File: src/design/dlsc_pkg.sv
`timescale 1ns / 1ps
`default_nettype none

package dlsc_pkg;

    localparam int A_W        = 25;
    localparam int B_W        = 17;
    localparam int BYTE_W     = 8;
    localparam int CFG_IDX_W  = 2;
    localparam int CFG_DATA_W = 25;

    typedef logic [A_W-1:0]        t_shift_a;
    typedef logic [B_W-1:0]        t_shift_b;
    typedef logic [BYTE_W-1:0]     t_byte;
    typedef logic [CFG_IDX_W-1:0]  t_cfg_idx;
    typedef logic [CFG_DATA_W-1:0] t_cfg_data;

    localparam t_cfg_idx REG_SEED_A = t_cfg_idx'(0);
    localparam t_cfg_idx REG_SEED_B = t_cfg_idx'(1);

    localparam t_shift_a SEED_A_RESET = t_shift_a'(158);
    localparam t_shift_b SEED_B_RESET = t_shift_b'(105);

    // Bit 3 is forced on every load so that neither register can start at zero.
    localparam t_shift_a LOAD_MASK_A = t_shift_a'(8);
    localparam t_shift_b LOAD_MASK_B = t_shift_b'(8);

    typedef struct packed {
        logic      en;
        t_cfg_idx  index;
        t_cfg_data data;
    } t_cfg_wr;

    typedef struct packed {
        logic advance;
        logic restart;
    } t_step_req;

    // Eight right shifts of the 25-bit register, feedback from bits 14, 4, 3 and 0.
    function automatic t_shift_a step_a(input t_shift_a r);
        t_shift_a v;
        logic     fb;
        v = r;
        for (int k = 0; k < BYTE_W; k++) begin
            fb = v[14] ^ v[4] ^ v[3] ^ v[0];
            v  = {fb, v[A_W-1:1]};
        end
        return v;
    endfunction

    // Eight right shifts of the 17-bit register, feedback from bits 14 and 0.
    function automatic t_shift_b step_b(input t_shift_b r);
        t_shift_b v;
        logic     fb;
        v = r;
        for (int k = 0; k < BYTE_W; k++) begin
            fb = v[14] ^ v[0];
            v  = {fb, v[B_W-1:1]};
        end
        return v;
    endfunction

endpackage

`default_nettype wire

File: src/design/dlsc_if.sv
`timescale 1ns / 1ps
`default_nettype none

interface dlsc_in_if;
    logic                 valid;
    logic                 ready;
    dlsc_pkg::t_byte      data_byte;
    logic                 restart;

    modport source (output valid, output data_byte, output restart, input ready);
    modport sink   (input valid, input data_byte, input restart, output ready);
endinterface

interface dlsc_out_if;
    logic                 valid;
    logic                 ready;
    dlsc_pkg::t_byte      out_byte;
    dlsc_pkg::t_byte      key_byte;

    modport source (output valid, output out_byte, output key_byte, input ready);
    modport sink   (input valid, input out_byte, input key_byte, output ready);
endinterface

interface dlsc_cfg_if;
    logic                 valid;
    logic                 ready;
    dlsc_pkg::t_cfg_idx   index;
    dlsc_pkg::t_cfg_data  data;

    modport source (output valid, output index, output data, input ready);
    modport sink   (input valid, input index, input data, output ready);
endinterface

`default_nettype wire

File: src/design/dlsc_keygen.sv
`timescale 1ns / 1ps
`default_nettype none

module dlsc_keygen (
    input  wire logic                i_clk,
    input  wire logic                i_rst_n,
    input  wire dlsc_pkg::t_cfg_wr   i_cfg_wr,
    input  wire dlsc_pkg::t_step_req i_step,
    output dlsc_pkg::t_byte          o_key
);
    import dlsc_pkg::*;

    t_shift_a r_seed_a;
    t_shift_b r_seed_b;
    t_shift_a r_shift_a;
    t_shift_b r_shift_b;
    logic     r_carry;

    t_shift_a         src_a;
    t_shift_b         src_b;
    logic             src_carry;
    t_shift_a         n_shift_a;
    t_shift_b         n_shift_b;
    logic [BYTE_W:0]  sum;
    logic             n_carry;

    always_comb begin
        if (i_step.restart) begin
            src_a     = r_seed_a | LOAD_MASK_A;
            src_b     = r_seed_b | LOAD_MASK_B;
            src_carry = 1'b0;
        end else begin
            src_a     = r_shift_a;
            src_b     = r_shift_b;
            src_carry = r_carry;
        end
        n_shift_a = step_a(src_a);
        n_shift_b = step_b(src_b);
        sum = {1'b0, n_shift_a[A_W-1 -: BYTE_W]} + {1'b0, n_shift_b[B_W-1 -: BYTE_W]}
            + {{BYTE_W{1'b0}}, src_carry};
        n_carry = sum[BYTE_W];
        o_key   = sum[BYTE_W-1:0];
    end

    always_ff @(posedge i_clk) begin
        if (!i_rst_n) begin
            r_seed_a  <= SEED_A_RESET;
            r_seed_b  <= SEED_B_RESET;
            r_shift_a <= SEED_A_RESET | LOAD_MASK_A;
            r_shift_b <= SEED_B_RESET | LOAD_MASK_B;
            r_carry   <= 1'b0;
        end else begin
            if (i_cfg_wr.en) begin
                unique case (i_cfg_wr.index)
                    REG_SEED_A: r_seed_a <= i_cfg_wr.data[A_W-1:0];
                    REG_SEED_B: r_seed_b <= i_cfg_wr.data[B_W-1:0];
                    default: ;
                endcase
            end
            if (i_step.advance) begin
                r_shift_a <= n_shift_a;
                r_shift_b <= n_shift_b;
                r_carry   <= n_carry;
            end
        end
    end

endmodule

`default_nettype wire

File: src/design/dual_lfsr_stream_cipher_unit.sv
// Channel  Dir  Payload                  Transfer when
// i_in     in   data_byte[7:0], restart  i_in.valid && i_in.ready
// o_out    out  out_byte[7:0], key_byte  o_out.valid && o_out.ready
// i_cfg    in   index[1:0], data[24:0]   i_cfg.valid && i_cfg.ready (always ready)
//
// One byte per cycle sustained unless o_out stalls; bytes pass from the input register to the output register.
// Both LFSR steps, the carry add and the XOR run combinationally from the input register.
// Reset is synchronous; it restores both seeds and loads the shift registers from them.
// While the output is stalled the input register fills, then i_in.ready drops.
`timescale 1ns / 1ps
`default_nettype none

module dual_lfsr_stream_cipher_unit (
    input  wire logic i_clk,
    input  wire logic i_rst_n,
    dlsc_in_if.sink   i_in,
    dlsc_out_if.source o_out,
    dlsc_cfg_if.sink  i_cfg
);
    import dlsc_pkg::*;

    logic      r_in_valid;
    t_byte     r_in_data;
    logic      r_in_restart;
    logic      r_out_valid;
    t_byte     r_out_byte;
    t_byte     r_key_byte;

    logic      advance;
    t_byte     key;
    t_cfg_wr   cfg_wr;
    t_step_req step;

    assign advance = r_in_valid && (!r_out_valid || o_out.ready);

    assign cfg_wr.en    = i_cfg.valid;
    assign cfg_wr.index = i_cfg.index;
    assign cfg_wr.data  = i_cfg.data;
    assign i_cfg.ready  = 1'b1;

    assign step.advance = advance;
    assign step.restart = r_in_restart;

    dlsc_keygen u_keygen (
        .i_clk    (i_clk),
        .i_rst_n  (i_rst_n),
        .i_cfg_wr (cfg_wr),
        .i_step   (step),
        .o_key    (key)
    );

    assign i_in.ready     = !r_in_valid || advance;
    assign o_out.valid    = r_out_valid;
    assign o_out.out_byte = r_out_byte;
    assign o_out.key_byte = r_key_byte;

    always_ff @(posedge i_clk) begin
        if (!i_rst_n) begin
            r_in_valid  <= 1'b0;
            r_out_valid <= 1'b0;
        end else begin
            if (i_in.valid && i_in.ready) begin
                r_in_valid <= 1'b1;
            end else if (advance) begin
                r_in_valid <= 1'b0;
            end
            if (advance) begin
                r_out_valid <= 1'b1;
            end else if (o_out.ready) begin
                r_out_valid <= 1'b0;
            end
        end
    end

    always_ff @(posedge i_clk) begin
        if (i_in.valid && i_in.ready) begin
            r_in_data    <= i_in.data_byte;
            r_in_restart <= i_in.restart;
        end
        if (advance) begin
            r_out_byte <= r_in_data ^ key;
            r_key_byte <= key;
        end
    end

endmodule

`default_nettype wire

File: src/flat_wrapper.sv
// flat-port wrapper written by rule: the top's interface ports become plain ports
module dual_lfsr_stream_cipher_unit_flat import dlsc_pkg::*;
  (i_clk, i_rst_n, i_in_valid, i_in_data_byte, i_in_restart, i_in_ready, o_out_valid, o_out_out_byte, o_out_key_byte, o_out_ready, i_cfg_valid, i_cfg_index, i_cfg_data, i_cfg_ready);
  dlsc_in_if i_in_i ();
  dlsc_out_if o_out_i ();
  dlsc_cfg_if i_cfg_i ();
  input  wire logic i_clk;
  input  wire logic i_rst_n;
  input wire logic [$bits(i_in_i.valid)-1:0] i_in_valid;
  input wire logic [$bits(i_in_i.data_byte)-1:0] i_in_data_byte;
  input wire logic [$bits(i_in_i.restart)-1:0] i_in_restart;
  output wire logic [$bits(i_in_i.ready)-1:0] i_in_ready;
  output wire logic [$bits(o_out_i.valid)-1:0] o_out_valid;
  output wire logic [$bits(o_out_i.out_byte)-1:0] o_out_out_byte;
  output wire logic [$bits(o_out_i.key_byte)-1:0] o_out_key_byte;
  input wire logic [$bits(o_out_i.ready)-1:0] o_out_ready;
  input wire logic [$bits(i_cfg_i.valid)-1:0] i_cfg_valid;
  input wire logic [$bits(i_cfg_i.index)-1:0] i_cfg_index;
  input wire logic [$bits(i_cfg_i.data)-1:0] i_cfg_data;
  output wire logic [$bits(i_cfg_i.ready)-1:0] i_cfg_ready;
  assign i_in_i.valid = i_in_valid;
  assign i_in_i.data_byte = i_in_data_byte;
  assign i_in_i.restart = i_in_restart;
  assign i_in_ready = i_in_i.ready;
  assign o_out_valid = o_out_i.valid;
  assign o_out_out_byte = o_out_i.out_byte;
  assign o_out_key_byte = o_out_i.key_byte;
  assign o_out_i.ready = o_out_ready;
  assign i_cfg_i.valid = i_cfg_valid;
  assign i_cfg_i.index = i_cfg_index;
  assign i_cfg_i.data = i_cfg_data;
  assign i_cfg_ready = i_cfg_i.ready;
  dual_lfsr_stream_cipher_unit u_core (.i_clk(i_clk), .i_rst_n(i_rst_n), .i_in(i_in_i), .o_out(o_out_i), .i_cfg(i_cfg_i));
endmodule
File: config.mk
export PLATFORM = sky130hd
export DESIGN_NAME = dual_lfsr_stream_cipher_unit_flat
export DESIGN_NICKNAME = d
export VERILOG_FILES = /design/src/design/dlsc_pkg.sv /design/src/design/dlsc_if.sv /design/src/design/dlsc_keygen.sv /design/src/design/dual_lfsr_stream_cipher_unit.sv /design/src/flat_wrapper.sv
export SDC_FILE = /design/constraint.sdc
export NUM_CORES = 1
export LEC_CHECK = 0
export BUFFER_PORTS_ARGS = -buffer_cell sky130_fd_sc_hd__buf_4
export CAP_MARGIN = 20
export CORE_UTILIZATION = 30
export DETAILED_ROUTE_END_ITERATION = 10
export GPL_TIMING_DRIVEN = 0
export SKIP_LAST_GASP = 1
export SYNTH_ARGS = -nofsm -noshare
export SYNTH_HDL_FRONTEND = slang
export SYNTH_SLANG_ARGS = --single-unit
File: constraint.sdc
create_clock -name i_clk -period 4.99 [get_ports i_clk]
set_input_delay 0.7485 -clock i_clk [delete_from_list [all_inputs] [get_ports i_clk]]
set_output_delay 0.7485 -clock i_clk [all_outputs]
set_load 0.1 [all_outputs]
==> flow_metrics.env, run 1 <==
export IMPL_status="completed"
export IMPL_ioPinCount=60
export IMPL_worstMarginPinSlew_ns=0.683
export IMPL_hold_class="reg2reg"
export IMPL_fin_crit_ns=3.29
export IMPL_rr_worst_depth=11
export IMPL_fin_tns_setup_ns=0
export IMPL_arrival_ns=3.38
export IMPL_antenna_found_initial=0
export IMPL_drt_iter0_drc=165
export IMPL_synthArstFlopShare_pct=0
export IMPL_rows=48
export IMPL_cts_root_buf="clkbuf_16"
export IMPL_irDropWorstVdd_v=0.000212
export IMPL_drv_cap=0
export IMPL_cts_setup_buffers=0
export IMPL_io_buffers=56
export IMPL_die_w_um=135
export IMPL_hpwl_mm=10.4
export IMPL_cts_max_path_buffers=2
export IMPL_core_area_um2=17200
export IMPL_finalCritPeriodShare_pct=66.0
export IMPL_cts_resized_gates=0
export IMPL_setup_violations=0
export IMPL_cts_sinks=110
export IMPL_floorplan_initialDensity_pct=30.6
export IMPL_ys_flop_type="dfxtp_1"
export IMPL_clkTransAtPathRegs_ns=0.07
export IMPL_critPathCaptureType="flop"
export IMPL_clk_latency_ns=0.35
export IMPL_grt_pass1_vias=3895
export IMPL_dp_slack_ns=1.74
export IMPL_synth_nets=587
export IMPL_hold_buffers=0
export IMPL_syn_inst=537
export IMPL_critPathLaunchType="flop"
export IMPL_fin_worst_skew_ns=0.00865
export IMPL_numCtsBuffers=9
export IMPL_nets=654
export IMPL_grt_ovfl_total=0
export IMPL_fin_ws_ns=1.70
export IMPL_hold_viol=0
export IMPL_hold_depth=2
export IMPL_ant_nets=0
export IMPL_cp_slowest_stage_delay_ns=0.54
export IMPL_drt_wirelength_per_cell_um=16.1
export IMPL_fillers=1718
export IMPL_synth_seq_cells=110
export IMPL_dieArea_um2=18100
export IMPL_slew_headroom_pct=54.5
export IMPL_cp_data_required_time_ns=5.08
export IMPL_die_y_um=135
export IMPL_grt_max_degree=26
export IMPL_critical_path_max_fanout=10
export IMPL_drc=0
export IMPL_gp_congestion=0.873
export IMPL_synth_cell_types=44
export IMPL_p_per_area_nw_per_um2=388
export IMPL_synth_edf_count=25
export IMPL_seqCellArea_um2=2450
export IMPL_n_antenna_cell=0
export IMPL_drv_slew=0
export IMPL_drt_total_wl_mm=13.4
export IMPL_r2r_start="u_core.r_in_restart$_DFFE_PP_"
export IMPL_ys_seq_area_share_pct=46.5
export IMPL_timing_rr_end="u_core.o_out.out_byte[6]$_DFFE_PP_"
export IMPL_hold_start="u_core.u_keygen.r_shift_b[13]$_SDFFE_PN0P_"
export IMPL_rsz0062_at_grt="false"
export IMPL_drt_first_pass_iters=4
export IMPL_yosys_warnings=0
export IMPL_vias=3974
export IMPL_grt_usage_pct=15.4
export IMPL_multi_input_area_um2=2610
export IMPL_grt_pass1_wl_mm=21.3
export IMPL_clock_fmax_mhz=304
export IMPL_synthesis_area_um2=5280
export IMPL_area_growth_pct=19.0
export IMPL_hold_end="u_core.u_keygen.r_shift_b[13]$_SDFFE_PN0P_"
export IMPL_htree_levels=3
export IMPL_drive_above_1_share_pct=17.9
export IMPL_routed_via_density=4.76
export IMPL_path_cells="buf_6, buf_6, buf_4, o21ai_0, fa_1, fa_1, nor2b_4, o31a_1, o21a_1, nor2_2, xnor3_1"
export IMPL_power_leakage_nw=2.67
export IMPL_syn_area_per_cell_um2=9.83
export IMPL_critPathSlowestCell="o21ai_0"
export IMPL_critPathKind="reg2reg"
export IMPL_cts_tree="yes"
export IMPL_r2r_setup_slack_ns=1.70
==> power breakdown <==
part / internal [W] / switching, W / total [W]
Clock: 0.000391 / 0.000320 / 0.000712
Sequential: 0.00100 / 0.0000479 / 0.00105
Combinational: 0.000242 / 0.000429 / 0.000671
Total: 0.00164 / 0.000797 / 0.00244
==> per-layer routing <==
| metal | GRT usage, % | vias to the layer above | routed length [µm] |
|---|---|---|---|
| li1 | - | 1959 | - |
| met1 | 21.0 | 1868 | 6350 |
| met2 | 24.7 | 129 | 6130 |
| met3 | 2.97 | 18 | 771 |
| met4 | 4.31 | 0 | 180 |
| met5 | 0 | - | 0 |
==> cells in the mapped netlist, types with 2 or more instances <==
cell type / count / area [µm²]
a21boi_0: 29 / 218
a21boi_1: 5 / 37.5
a21oi_1: 13 / 65.1
a31o_2: 2 / 17.5
and2_1: 3 / 18.8
and3_1: 2 / 12.5
buf_2: 12 / 60.1
buf_4: 5 / 37.5
buf_6: 4 / 45.0
clkbuf_1: 14 / 52.6
dfxtp_1: 85 / 1700
edfxtp_1: 25 / 751
fa_1: 2 / 40.0
ha_1: 7 / 87.6
inv_1: 5 / 18.8
mux2i_1: 31 / 310
nand2_1: 123 / 462
nand2b_1: 4 / 25.0
nand3_1: 11 / 55.1
nor2_1: 13 / 48.8
nor2b_4: 2 / 27.5
o211a_1: 17 / 170
o211ai_1: 10 / 75.1
o21a_1: 4 / 30.0
o21ai_0: 21 / 105
o21ai_2: 2 / 17.5
o21ba_2: 5 / 50.1
xnor2_1: 40 / 350
xnor3_1: 2 / 45.0
xor2_1: 25 / 219
==> cell type report <==
class	instances	share of cell area, %
clock buffer	11	4.02
timing repair buffer	56	6.69
inverter	6	0.359
buffer	35	3.11
sequential	110	39.1
multi-input combinational	386	41.5
clock inverter	5	0.757
tap	225	4.48
==> cells by family (layout without fill, tap and decap cells) <==
kind of cell               count (synthesis)  count (layout)  synth area share (%)
AOI/OAI and AO/OA                        113             113                  15.7
xor gates and xnor gates                  67              67                  11.6
adders and majority gates                  9               9                  2.42
buffers and inverters                     41             113                  4.13
DFF                                      110             110                  46.5
muxes                                     32              32                  6.31
other                                      1               1                0.0711
and+or+nand+nor                          164             164                  13.3
==> placed cells by master (no fill, tap or decap), drive strengths merged <==
| master | instances |
|---|---|
| a211oi | 2 |
| a21boi | 34 |
| a21oi | 13 |
| a31o | 2 |
| and2 | 3 |
| and3 | 2 |
| and3b | 1 |
| buf | 77 |
| bufinv | 1 |
| clkbuf | 25 |
| clkinv | 1 |
| clkinvlp | 2 |
| conb | 1 |
| dfxtp | 85 |
| edfxtp | 25 |
| fa | 2 |
| ha | 7 |
| inv | 7 |
| mux2i | 32 |
| nand2 | 123 |
| nand2b | 4 |
| nand3 | 11 |
| nand3b | 1 |
| nor2 | 14 |
| nor2b | 3 |
| nor3b | 1 |
| o2111ai | 1 |
| o211a | 17 |
| o211ai | 10 |
| o21a | 4 |
| o21ai | 23 |
| o21ba | 5 |
| o22ai | 1 |
| o31a | 1 |
| or3b | 1 |
| xnor2 | 40 |
| xnor3 | 2 |
| xor2 | 25 |
==> critical path, delay by kind of cell, from the launching register on <==
kind / cells / cell delay [ns]
buffers and inverters: 3 / 0.53
xor gates and xnor gates: 1 / 0.23
AOI/OAI and AO/OA: 3 / 0.97
adders and majority gates: 2 / 0.62
DFF: 1 / 0.46
and+or+nand+nor: 2 / 0.22
==> how the worst max path moves through the flow <==
stage,start,to,cells past startpoint
after floorplan,u_core.r_in_restart$_DFFE_PP_,u_core.o_out.out_byte[6]$_DFFE_PP_,12
after global routing,u_core.r_in_restart$_DFFE_PP_,u_core.o_out.out_byte[6]$_DFFE_PP_,11
after detailed placement,u_core.r_in_restart$_DFFE_PP_,u_core.o_out.out_byte[6]$_DFFE_PP_,11
after CTS,u_core.r_in_restart$_DFFE_PP_,u_core.o_out.out_byte[6]$_DFFE_PP_,11
final,u_core.r_in_restart$_DFFE_PP_,u_core.o_out.out_byte[6]$_DFFE_PP_,11
after global placement,u_core.r_in_restart$_DFFE_PP_,u_core.o_out.out_byte[6]$_DFFE_PP_,11
==> per-stage QoR <==
stage | cell area, µm² | power [W] | hold slack, ns | util [%] | std cells
after floorplan | 5280 | 0.00158 | 0.433 | - | 537
after global placement | 5980 | 0.00173 | 0.446 | 34.7 | 818
after detailed placement | 5980 | 0.00175 | 0.451 | 34.7 | 818
after CTS | 6280 | 0.00246 | 0.462 | 36.4 | 834
after global routing | 6280 | 0.00254 | 0.477 | 36.4 | 834
final | 6280 | 0.00244 | 0.460 | 36.4 | 834
==> sequential cells by signal, indices dropped and copies added (netlist names) <==
register,count
u_core.o_out.valid,1
u_core.r_in_data,8
u_core.r_in_valid,1
u_core.o_out.key_byte,8
u_core.r_in_restart,1
u_core.u_keygen.r_seed_a,24
u_core.u_keygen.r_seed_b,16
u_core.u_keygen.r_shift_a,25
u_core.u_keygen.r_carry,1
u_core.u_keygen.r_shift_b,17
u_core.o_out.out_byte,8
No activity file was read; power rests on OpenSTA's default activity.
==> run 2, diff against run 1 <==
Clock period 4.99 ns to 3.2 ns, I/O delays scaled along.
==> run 2 against run 1 <==
- die area is the same
- hold slack worse by 0.15 ns
- clock power rose by 56%
- combinational power rose by 56%
- clock-buffer cell count stayed put
- sequential share of layout area unchanged
- utilization unchanged
- fmax grew 6.3%
- final area is the same
- register-to-register slack worse by 1.6 ns
- power increased by 56%
- sequential power rose by 56%
- largest cell class unchanged
==> flow_metrics.env, run 2 (synthesized netlist as in run 1, its figures left out) <==
export IMPL_htree_levels=3
export IMPL_multi_input_area_um2=2610
export IMPL_fin_crit_ns=3.10
export IMPL_pwr_share_seq_pct=43.2
export IMPL_seqCellArea_um2=2450
export IMPL_drt_first_pass_iters=4
export IMPL_status="completed"
export IMPL_p_int_w=0.00256
export IMPL_critPathKind="reg2reg"
export IMPL_ant_nets=0
export IMPL_worstMarginPinSlew_ns=0.684
export IMPL_sw_frac_of_total_pct=32.7
export IMPL_p_per_area_nw_per_um2=605
export IMPL_fin_worst_skew_ns=0.00865
export IMPL_n_antenna_cell=0
export IMPL_critPathCaptureType="flop"
export IMPL_grt_pass1_vias=3895
export IMPL_hold_viol=0
export IMPL_critPathLaunchType="flop"
export IMPL_floorplan_initialDensity_pct=30.6
export IMPL_io_buffers=56
export IMPL_grt_pass1_wl_mm=21.3
export IMPL_final_cell_mix="nand2_1, dfxtp_1, buf_4"
export IMPL_regMostFlops="u_core.u_keygen.r_shift_a"
export IMPL_area_growth_pct=19.0
export IMPL_fillers=1718
export IMPL_ioPinCount=60
export IMPL_arrival_ns=3.19
export IMPL_cts_tree="yes"
export IMPL_core_area_um2=17200
export IMPL_r2r_setup_slack_ns=0.10
export IMPL_cts_root_buf="clkbuf_16"
export IMPL_cts_max_path_buffers=2
export IMPL_grt_usage_pct=15.4
export IMPL_hold_depth=1
export IMPL_drt_iter0_drc=167
export IMPL_power_leakage_nw=2.67
export IMPL_vias=3969
export IMPL_clk_latency_ns=0.35
export IMPL_routed_via_density=4.76
export IMPL_cts_sinks=110
export IMPL_fin_cells=834
export IMPL_grt_max_degree=26
export IMPL_nets=654
export IMPL_antenna_found_initial=0
export IMPL_top_regs="u_core.u_keygen.r_shift_a: 25 flops, u_core.u_keygen.r_seed_a: 24 flops, u_core.u_keygen.r_shift_b: 17 flops"
export IMPL_dieArea_um2=18100
export IMPL_drt_wirelength_per_cell_um=16.1
export IMPL_p_sw_w=0.00124
export IMPL_largest_reg_flops=25
export IMPL_fin_ws_ns=0.101
export IMPL_drt_total_wl_mm=13.4
export IMPL_hpwl_mm=10.4
export IMPL_setup_violations=0
export IMPL_drv_cap=0
export IMPL_irDropWorstVdd_v=0.000330
export IMPL_clkTransAtPathRegs_ns=0.07
export IMPL_final_common_cell="nand2_1"
export IMPL_combPwrFrac_pct=27.6
export IMPL_critical_path_max_fanout=10
export IMPL_drv_slew=0
export IMPL_cp_data_required_time_ns=3.29
export IMPL_gp_congestion=0.873
export IMPL_clock_fmax_mhz=323
export IMPL_drc=0
export IMPL_drive_above_1_share_pct=17.9
export IMPL_rows=48
export IMPL_numCtsBuffers=9
export IMPL_dp_slack_ns=-0.0474
export IMPL_dp_cells=818
export IMPL_clkPwrFrac_pct=29.2
export IMPL_slew_headroom_pct=54.4
export IMPL_die_w_um=135
export IMPL_cts_setup_buffers=0
export IMPL_hold_class="in2reg"
export IMPL_rr_worst_depth=12
export IMPL_grt_ovfl_total=0
export IMPL_whs_ns=0.313
export IMPL_finalCritPeriodShare_pct=96.9
export IMPL_die_y_um=135
export IMPL_rsz0062_at_grt="false"
==> run 2: final cells by class <==
cell class / instances / area share (%)
Timing Repair Buffer: 56 / 6.69
Clock inverter: 5 / 0.757
Clock buffer: 11 / 4.02
Multi-Input combinational cell: 386 / 41.5
Tap cell: 225 / 4.48
Sequential cell: 110 / 39.1
Inverter: 6 / 0.359
Buffer: 35 / 3.11
==> run 2: per-stage QoR <==
stage               setup TNS, ns  area, µm²  total power [W]  util [%]
global route                    0       6280          0.00396      36.4
finish                          0       6280          0.00380      36.4
CTS                             0       6280          0.00383      36.4
detailed placement        -0.0474       5980          0.00272      34.7
floorplan                       0       5280          0.00246         -
global placement          -0.0735       5980          0.00270      34.7
==> run 2: metal layers <==
layer	track usage [%]	vias to the layer above	part of all wire (%)
li1	-	1959	-
met1	21.0	1864	47
met2	24.7	128	46
met3	2.97	18	5.7
met4	4.31	0	1.3
met5	0	-	0
==> run 2: worst max-delay path, stage by stage (launching register included) <==
cell and delay, ns:
edfxtp_1 0.46, buf_6 0.19, buf_6 0.15, buf_4 0.19, nand2_1 0.08, o21ai_1 0.16
fa_1 0.51, fa_1 0.46, nor2b_4 0.14, o31a_1 0.15, o21a_1 0.13, nor2_2 0.05
xnor3_1 0.17
==> run 2: worst paths after layout <==
kind / start / to
worst max-delay path: u_core.r_in_restart$_DFFE_PP_ / u_core.o_out.out_byte[6]$_DFFE_PP_
worst min-delay path: i_in_data_byte[5] / u_core.r_in_data[5]$_DFFE_PP_
worst max register to register: u_core.r_in_restart$_DFFE_PP_ / u_core.o_out.out_byte[6]$_DFFE_PP_
worst min register to register: u_core.u_keygen.r_shift_b[13]$_SDFFE_PN0P_ / u_core.u_keygen.r_shift_b[13]$_SDFFE_PN0P_
==> run 2: what timing repair did <==
action                                  4_1_cts  5_1_grt
gates resized for setup                       1        0
hold buffers                                  0        0
endpoints found under the setup margin        1        0
==> run 2: power by group through the flow <==
stage | clock (W) | combinational, W | sequential [W]
floorplan | 0 | 0.000526 | 0.00194
global placement | 0 | 0.00103 | 0.00167
detailed placement | 0 | 0.00105 | 0.00167
CTS | 0.00114 | 0.00106 | 0.00164
global route | 0.00118 | 0.00113 | 0.00165
finish | 0.00111 | 0.00105 | 0.00164
==> run 3, diff against run 2 <==
==> constraint.sdc (replaced) <==
create_clock -name i_clk -period 3.2 [get_ports i_clk]
set_input_delay 0.16 -clock i_clk [delete_from_list [all_inputs] [get_ports i_clk]]
set_output_delay 0.16 -clock i_clk [all_outputs]
set_load 0.1 [all_outputs]
==> run 3 against run 2 <==
- flip-flop and latch count unchanged
- worst setup slack about the same
- clock power about the same
- critical path depth did not move
- power up 0.34%
- die area did not move
==> flow_metrics.env, run 3 (synthesized netlist as in run 1, its figures left out) <==
export IMPL_vias=4000
export IMPL_irDropWorstVdd_v=0.000419
export IMPL_n_antenna_cell=0
export IMPL_drv_cap=0
export IMPL_grt_usage_pct=15.4
export IMPL_top_regs="u_core.u_keygen.r_shift_a: 25 flops, u_core.u_keygen.r_seed_a: 24 flops, u_core.u_keygen.r_shift_b: 17 flops"
export IMPL_use_met2_pct=24.9
export IMPL_r2r_setup_slack_ns=0.10
export IMPL_drt_total_wl_mm=13.5
export IMPL_grt_pass1_vias=3938
export IMPL_ioPinCount=60
export IMPL_grt_ovfl_total=0
export IMPL_path_cells="buf_6, buf_6, buf_4, nand2_1, o21ai_1, fa_1, fa_1, nor2b_4, o31a_1, o21a_1, nor2_2, xnor3_1"
export IMPL_rsz0062_at_grt="false"
export IMPL_critPathLaunchType="flop"
export IMPL_dp_cells=818
export IMPL_fin_worst_skew_ns=0.0102
export IMPL_grt_busiest_layer="met2"
export IMPL_slew_headroom_pct=54.7
export IMPL_cts_sinks=110
export IMPL_critPathSlowestCell="fa_1"
export IMPL_floorplan_initialDensity_pct=30.6
export IMPL_area_growth_pct=20.7
export IMPL_cts_tree="yes"
export IMPL_hold_class="in2reg"
export IMPL_gp_congestion=0.873
export IMPL_critical_path_max_fanout=10
export IMPL_cts_root_buf="clkbuf_16"
export IMPL_grt_util_met1_pct=21.0
export IMPL_crit_family="adder cells"
export IMPL_fin_tns_setup_ns=0
export IMPL_timing_rr_end="u_core.o_out.out_byte[6]$_DFFE_PP_"
export IMPL_routed_via_density=4.74
export IMPL_nets=663
export IMPL_status="completed"
export IMPL_p_per_area_nw_per_um2=598
export IMPL_critPathCaptureType="flop"
export IMPL_clkTransAtPathRegs_ns=0.07
export IMPL_worstMarginPinSlew_ns=0.680
export IMPL_clock_fmax_mhz=323
export IMPL_final_cell_mix="nand2_1, dfxtp_1, buf_4"
export IMPL_io_buffers=56
export IMPL_regMostFlops="u_core.u_keygen.r_shift_a"
export IMPL_setup_violations=0
export IMPL_rows=48
export IMPL_critPathKind="reg2reg"
export IMPL_hold_end="u_core.u_keygen.r_seed_a[4]$_SDFFE_PN1P_"
export IMPL_fin_cells=843
export IMPL_drc=0
export IMPL_grt_pass1_wl_mm=21.4
export IMPL_rr_worst_depth=12
export IMPL_fillers=1710
export IMPL_cp_data_required_time_ns=3.29
export IMPL_drive_above_1_share_pct=17.6
export IMPL_dieArea_um2=18100
export IMPL_hpwl_mm=10.4
export IMPL_drt_iter0_drc=200
export IMPL_drt_first_pass_iters=5
export IMPL_drv_slew=0
export IMPL_hold_viol=0
export IMPL_arrival_ns=3.19
export IMPL_fin_crit_ns=3.10
export IMPL_numCtsBuffers=9
export IMPL_hold_start="i_cfg_data[4]"
export IMPL_total_power_w=0.00381
export IMPL_grtUsageMet3_pct=2.97
export IMPL_die_w_um=135
export IMPL_antenna_found_initial=0
export IMPL_cts_max_path_buffers=2
export IMPL_clk_latency_ns=0.35
export IMPL_cp_slowest_stage_delay_ns=0.51
export IMPL_htree_levels=3
export IMPL_largest_reg_flops=25
export IMPL_grt_max_degree=26
export IMPL_ant_nets=0
export IMPL_hold_depth=3
export IMPL_core_area_um2=17200
export IMPL_path_buf_inv=3
export IMPL_power_leakage_nw=2.71
export IMPL_drt_wirelength_per_cell_um=16.0
export IMPL_r2r_start="u_core.r_in_restart$_DFFE_PP_"
export IMPL_die_y_um=135
export IMPL_whs_ns=0.0389
export IMPL_final_common_cell="nand2_1"
export IMPL_finalCritPeriodShare_pct=96.9
==> run 3: changes by cell type in the layout (fill, tap and decap cells not counted), sizes merged <==
cell	delta
dlygate4sd3	+9
==> run 3: metrics by stage <==
step / utilization [%] / instance area, µm² / worst slack, ns
floorplan: - / 5280 / 0.429
global placement: 34.7 / 5980 / -0.0735
detailed placement: 34.7 / 5980 / -0.0474
CTS: 37.0 / 6370 / 0.116
global route: 37.0 / 6370 / 0.0314
finish: 37.0 / 6370 / 0.100
==> run 3: worst register-to-register path: stages, from the launching register on <==
cell and delay, ns:
edfxtp_1 0.46, buf_6 0.20, buf_6 0.15, buf_4 0.20, nand2_1 0.08, o21ai_1 0.16, fa_1 0.51, fa_1 0.46
nor2b_4 0.14, o31a_1 0.15, o21a_1 0.13, nor2_2 0.05, xnor3_1 0.17
==> run 3: where the power goes <==
part | switching (W) | leakage, nW | internal, W
sequential | 0.0000752 | 0.934 | 0.00157
clock | 0.000503 | 0.147 | 0.000611
combinational | 0.000671 | 1.63 | 0.000385
total | 0.00125 | 2.71 | 0.00256
==> run 3: layout make-up <==
type / instances / area, µm² / area share (%)
Buffer: 35 / 195 / 3.06
Sequential cell: 110 / 2450 / 38.5
Tap cell: 225 / 282 / 4.42
Clock buffer: 11 / 253 / 3.97
Timing Repair Buffer: 65 / 510 / 8.01
Clock inverter: 5 / 47.5 / 0.746
Inverter: 6 / 22.5 / 0.354
Multi-Input combinational cell: 386 / 2610 / 40.9
==> run 3: per-layer routing <==
layer	share of wire (%)	wire length (µm)	up-vias
met1	48	6480	1878
met2	45	6120	128
met4	1.5	204	0
li1	-	-	1975
met5	0	0	-
met3	5.2	701	19
==> run 3: worst max path at each step <==
stage	startpoint	endpoint	cells after the start
global route	u_core.r_in_restart$_DFFE_PP_	u_core.o_out.out_byte[6]$_DFFE_PP_	11
global placement	u_core.r_in_restart$_DFFE_PP_	u_core.o_out.out_byte[6]$_DFFE_PP_	11
detailed placement	u_core.r_in_restart$_DFFE_PP_	u_core.o_out.out_byte[6]$_DFFE_PP_	11
finish	u_core.r_in_restart$_DFFE_PP_	u_core.o_out.out_byte[6]$_DFFE_PP_	12
CTS	u_core.r_in_restart$_DFFE_PP_	u_core.o_out.out_byte[6]$_DFFE_PP_	12
floorplan	u_core.r_in_restart$_DFFE_PP_	u_core.o_out.out_byte[6]$_DFFE_PP_	12
==> run 3: repair_timing <==
item	CTS	global route
setup buffers	0	0
hold buffers	9	0
resized for setup	1	0
setup endpoints to repair	1	0
endpoints found under the hold margin	9	0
